$ cat config.mk
export PLATFORM = sky130hd
export DESIGN_NAME = mrb_queue
export DESIGN_NICKNAME = d
export VERILOG_FILES = /design/src/rtl/core/mrb_pkg.sv /design/src/rtl/core/mrb_queue.sv
export SDC_FILE = /design/constraint.sdc
export NUM_CORES = 1
export LEC_CHECK = 0
export ABC_AREA = 1
export BUFFER_PORTS_ARGS = -buffer_cell sky130_fd_sc_hd__buf_2
export CORE_MARGIN = 4
export CORE_UTILIZATION = 35
export CTS_CLUSTER_SIZE = 8
export DETAILED_ROUTE_END_ITERATION = 12
export HOLD_SLACK_MARGIN = 0.08
export SLEW_MARGIN = 20
export SYNTH_ARGS = -nofsm -noshare
export SYNTH_HDL_FRONTEND = slang
export SYNTH_SLANG_ARGS = --single-unit
export TNS_END_PERCENT = 1
$ cat constraint.sdc
create_clock -name clk -period 9.3 [get_ports clk]
set_input_delay 0.465 -clock clk [delete_from_list [all_inputs] [get_ports clk]]
set_output_delay 0.465 -clock clk [all_outputs]
set_load 0.01 [all_outputs]
$ cat src/rtl/core/mrb_pkg.sv
package mrb_pkg;

    localparam int TDATA_IN_W  = 88;
    localparam int TDATA_OUT_W = 32;
    localparam int TUSER_OUT_W = 2;

    localparam int VOICE_W = 2;
    localparam int MODE_W  = 4;
    localparam int EXC_W   = 24;
    localparam int COEF_W  = 18;
    localparam int GAIN_W  = 20;
    localparam int STATE_W = 32;
    localparam int MIX_W   = 32;

    localparam int VOICE_LSB = 0;
    localparam int MODE_LSB  = VOICE_LSB + VOICE_W;
    localparam int EXC_LSB   = MODE_LSB + MODE_W;
    localparam int COS_LSB   = EXC_LSB + EXC_W;
    localparam int SIN_LSB   = COS_LSB + COEF_W;
    localparam int GAIN_LSB  = SIN_LSB + COEF_W;

    localparam int COEF_WORD_W  = 2 * COEF_W + GAIN_W;
    localparam int STATE_WORD_W = 2 * STATE_W;

    localparam logic CMD_SAMPLE = 1'b0;
    localparam logic CMD_COEF   = 1'b1;

    localparam int QUEUE_DEPTH = 2;
    localparam int QPTR_W      = (QUEUE_DEPTH > 1) ? $clog2(QUEUE_DEPTH) : 1;
    localparam int QCNT_W      = $clog2(QUEUE_DEPTH + 1);

    typedef struct packed {
        logic                      is_coef;
        logic [VOICE_W-1:0]        voice;
        logic [MODE_W-1:0]         mode;
        logic signed [EXC_W-1:0]   excitation;
        logic signed [COEF_W-1:0]  pole_cos;
        logic signed [COEF_W-1:0]  pole_sin;
        logic signed [GAIN_W-1:0]  mode_gain;
    } item_t;

    typedef struct packed {
        logic  push;
        item_t item;
    } push_t;

    typedef enum logic [2:0] {
        ST_CLEAR,
        ST_IDLE,
        ST_RUN,
        ST_DRAIN,
        ST_FINISH
    } back_state_t;

endpackage

$ cat src/rtl/core/mrb_queue.sv
module mrb_queue (
    input  logic            clk,
    input  logic            rst_n,
    input  mrb_pkg::push_t  push,
    output logic            full,
    input  logic            pop,
    output logic            empty,
    output mrb_pkg::item_t  head
);

    mrb_pkg::item_t              mem_reg [mrb_pkg::QUEUE_DEPTH];
    logic [mrb_pkg::QPTR_W-1:0]  wr_ptr_reg;
    logic [mrb_pkg::QPTR_W-1:0]  rd_ptr_reg;
    logic [mrb_pkg::QCNT_W-1:0]  count_reg;
    logic [mrb_pkg::QPTR_W-1:0]  wr_ptr_next;
    logic [mrb_pkg::QPTR_W-1:0]  rd_ptr_next;
    logic [mrb_pkg::QCNT_W-1:0]  count_next;
    logic                        do_push;
    logic                        do_pop;

    assign full    = (count_reg == mrb_pkg::QCNT_W'(mrb_pkg::QUEUE_DEPTH));
    assign empty   = (count_reg == '0);
    assign head    = mem_reg[rd_ptr_reg];
    assign do_push = push.push && !full;
    assign do_pop  = pop && !empty;

    always_comb
    begin
        wr_ptr_next = wr_ptr_reg;
        rd_ptr_next = rd_ptr_reg;
        count_next  = count_reg;
        if (do_push)
        begin
            wr_ptr_next = (wr_ptr_reg == mrb_pkg::QPTR_W'(mrb_pkg::QUEUE_DEPTH - 1)) ?
                          '0 : wr_ptr_reg + 1'b1;
        end
        if (do_pop)
        begin
            rd_ptr_next = (rd_ptr_reg == mrb_pkg::QPTR_W'(mrb_pkg::QUEUE_DEPTH - 1)) ?
                          '0 : rd_ptr_reg + 1'b1;
        end
        if (do_push && !do_pop)
        begin
            count_next = count_reg + 1'b1;
        end
        else if (do_pop && !do_push)
        begin
            count_next = count_reg - 1'b1;
        end
    end

    always_ff @(posedge clk or negedge rst_n)
    begin
        if (!rst_n)
        begin
            wr_ptr_reg <= '0;
            rd_ptr_reg <= '0;
            count_reg  <= '0;
        end
        else
        begin
            wr_ptr_reg <= wr_ptr_next;
            rd_ptr_reg <= rd_ptr_next;
            count_reg  <= count_next;
        end
    end

    always_ff @(posedge clk)
    begin
        if (do_push)
        begin
            mem_reg[wr_ptr_reg] <= push.item;
        end
    end

endmodule

Yosys cells after proc, flatten, opt, wreduce, memory -nomap -nowiden
Memory sizes are Yosys's and may differ from the RTL's. Cells that the tools add are included.

RAM bits: 174. Register bits after elaboration: 4. Word-level logic and storage cells: 25. Memories: 1.

Reductions and logical operators: 10. Eq/ne operators: 1. $add $sub $neg: 4. Multiplexer cells: 6.

Memories: mem_reg (words 2, bits a word 87, read ports 1, clocked after memory_dff 0, wr ports 1, RTL line mrb_queue.sv:11) `mrb_pkg::item_t mem_reg [mrb_pkg::QUEUE_DEPTH];`.

Operators by type and width (count): logical AND 1 bit (4); zero test 1 bit (4); 2-to-1 mux 1 bit (4); 2-to-1 mux 2 bit (2); adder 1 bit, second input constant (2); adder 2 x 1 -> 2 bit, second input constant (1); == test 2 bit, second input constant (1); zero test 2 bit (1); nonzero test 2 bit (1); subtractor 2 x 1 -> 2 bit, second input constant (1).

Longest topological paths before layout
Depth in word-level cells: 7. Mapped depth: 9.

Worst setup path after synthesis
OpenSTA, ideal clock, no wires.

Kind: in2reg. Start point: in push[87] in the netlist's numbering. End point: mem mem_reg[1][0] in the netlist's numbering, enable pin. Library setup time: 0.533 ns. Arrival: 4.196 ns. Path slack: 4.571 ns. Required time: 8.767 ns. Cell stages on the path: 2. Buffers on the path: 0. Cell sequence: o21ai_0 > nor2_1.

Longest elaborated chain between the ends: 3.

Ends and longest elaborated chain: start, declared (RTL line mrb_queue.sv:4) `input mrb_pkg::push_t push,`; logical AND 1 bit (RTL line mrb_queue.sv:24) `assign do_push = push.push && !full;`; 2-to-1 mux 1 bit (RTL line mrb_queue.sv:70) `if (do_push)`; 2-to-1 mux 1 bit (implied by the code) (RTL line mrb_queue.sv:72) `mem_reg[wr_ptr_reg] <= push.item;`; end, declared (RTL line mrb_queue.sv:11).

Every way passes these cells.

==> results.json <==
{
  "core_area_sq_um": 18200,
  "tightest_slew_ps": 975,
  "crit_type": "flip-flop to output port",
  "hold_depth": 1,
  "vias": 4090,
  "drc": 0,
  "period_minus_slack_ps": 3060,
  "gp_congestion": 0.714,
  "drive_gt1_share_pct": 31.6,
  "start_kind": "flip-flop",
  "start_util_pct": 36.0,
  "grt_max_degree": 90,
  "vdd_ir_drop_max_mv": 0.141,
  "cts_htree_levels": 4,
  "ant_nets": 0,
  "dp_hpwl_mm": 8.77,
  "die_w_um": 145,
  "overflow": 0,
  "syn_area_sq_um": 6560,
  "via_per_inst": 4.49,
  "fin_nets": 760,
  "cts_max_path_buffers": 2,
  "io_buffers": 179,
  "cts_resized": 0,
  "die_h_um": 145,
  "grt_pass1_vias": 4268,
  "rsz0062_at_grt": "no",
  "first_iter_violations": 135,
  "end_kind": "output port",
  "cts_buffers": 17,
  "power.density_nw_per_um2": 319,
  "ys_seq_area_share_pct": 81.2,
  "layout.cells.non_filler": 911,
  "synth_nets": 578,
  "p_leak_uw": 0.00354,
  "post-route-period-util_pct": 32.9,
  "slew_viol_final": 0,
  "placed_cells": 877,
  "synth_warnings": 0,
  "outcome": "finished, final reports clean",
  "ys_ff_latch": 178,
  "dieArea_sq_um": 21000,
  "largest_reg_flops": 174,
  "finalSetupViolations": 0,
  "antenna_found_initial": 2,
  "skew_ps": 6.96,
  "crit_required_ps": 8840,
  "rr_endpoint": "mem_reg[1][82]",
  "fin_hold_ws_ps": 225,
  "r2r_start": "count_reg[0]",
  "clock_sinks": 178,
  "ctsHoldBuffers": 1,
  "fin_total_pwr_uw": 2620,
  "fmax_mhz": 327,
  "crit_arrival_ps": 2600,
  "insertion_delay_ps": 420,
  "finalSetupTns_ps": 0,
  "rrSetupSlack_ps": 7110,
  "critPathCapture": "head[83]",
  "finalWirelength_mm": 13.7,
  "clkTransAtPathRegs_ps": 70,
  "wire_per_inst_um": 15.1,
  "areaGrowthSynthToFinish_pct": 25.5,
  "pin_count": 180,
  "ff2ff_path_depth": 3,
  "hp-class": "input port to flip-flop",
  "hold_violations": 0,
  "synthesis.instances": 486,
  "grt_pass1_wl_mm": 21.9,
  "rows": 49,
  "maxCapViolations": 0,
  "cts_tree": "yes",
  "synth_cell_types": 15,
  "syn_avg_cell_area_sq_um": 13.5,
  "relSlewSlack_pct": 35.0,
  "crit_start": "rd_ptr_reg",
  "cp_max_fo": 89,
  "grt_usage_pct": 13.2,
  "root_buffer": "clkbuf_16",
  "post_cts_buffers": 0,
  "drt_first_pass_iters": 4
}
-- Yosys cell counts --
cell / number / area share, %
nand3_1: 1 / 0.076
nor2_1: 4 / 0.23
inv_1: 7 / 0.40
o21ai_0: 2 / 0.15
nand3b_1: 1 / 0.11
inv_4: 1 / 0.095
buf_2: 12 / 0.92
ha_1: 1 / 0.19
buf_4: 4 / 0.46
nand2_1: 270 / 15
nand4_1: 1 / 0.095
edfxtp_1: 174 / 80
xnor2_1: 1 / 0.13
dfrtp_1: 4 / 1.5
buf_6: 3 / 0.51
-- logic make-up (layout without fill, tap and decap cells) --
logic type	count (synthesis)	count (layout)	synth area share, %
buffers and inverters	27	222	2.38
other	0	1	0
and+or+nand+nor	277	277	16.0
adders and majority gates	1	1	0.191
xor gates and xnor gates	1	1	0.134
DFF	178	178	81.2
AOI/OAI and AO/OA	2	2	0.153
-- layout by cell type, fill, tap and decap left out, types with 2 or more instances in the layout --
master / Yosys / routed
nand2_1: 270 / 270
clkinv_2: 0 / 3
clkbuf_16: 0 / 17
edfxtp_1: 174 / 174
inv_1: 7 / 6
dfrtp_1: 4 / 3
clkinv_4: 0 / 4
nor2_1: 4 / 3
o21ai_0: 2 / 2
buf_2: 12 / 179
inv_6: 0 / 5
-- routing by layer --
metal | GRT usage [%] | vias to the layer above | wire length [um]
met5 | 0 | - | 13
met4 | 4.04 | 2 | 151
met3 | 6.67 | 14 | 1230
met2 | 22.5 | 129 | 6800
met1 | 14.6 | 1947 | 5530
li1 | - | 1998 | -
-- through the flow --
step           setup slack, ps  cell area (sq um)  util [%]
2_1_floorplan             4570               6560         -
6_report                  6240               8230      45.2
5_1_grt                   5980               8230      45.2
3_5_place_dp              6660               7660      42.1
4_1_cts                   6190               8230      45.2
3_3_place_gp              6490               7640      42.0
-- cell type report --
cell class | count | area [sq um]
antenna | 1 | 2.50
clock buffer | 18 | 429
clock inverter | 14 | 130
fill | 1669 | 9970
inverter | 8 | 37.5
multi-input combinational | 281 | 1090
sequential | 178 | 5330
tap | 229 | 287
timing repair buffer | 182 | 933
-- report_power, final --
group | internal, uW | switching [uW]
sequential | 1090 | 101
clock | 373 | 304
combinational | 257 | 493
total | 1730 | 898
-- worst max-delay path, stage by stage, from the launching register on --
cell and delay (ps):
dfrtp_4 1070, inv_4 570, nand2_1 210, nand2_1 80
buf_2 140
-- how the worst min path moves through the flow --
stage                  start  slack (ps)             end
floorplan              rst_n         170    count_reg[0]
global placement       rst_n         270      wr_ptr_reg
detailed placement     rst_n         280    count_reg[0]
CTS                 push[48]         200  mem_reg[1][48]
global route        push[59]         200  mem_reg[1][59]
finish              push[48]         230  mem_reg[0][48]
Note: power is estimated with default switching activity, not from simulation.
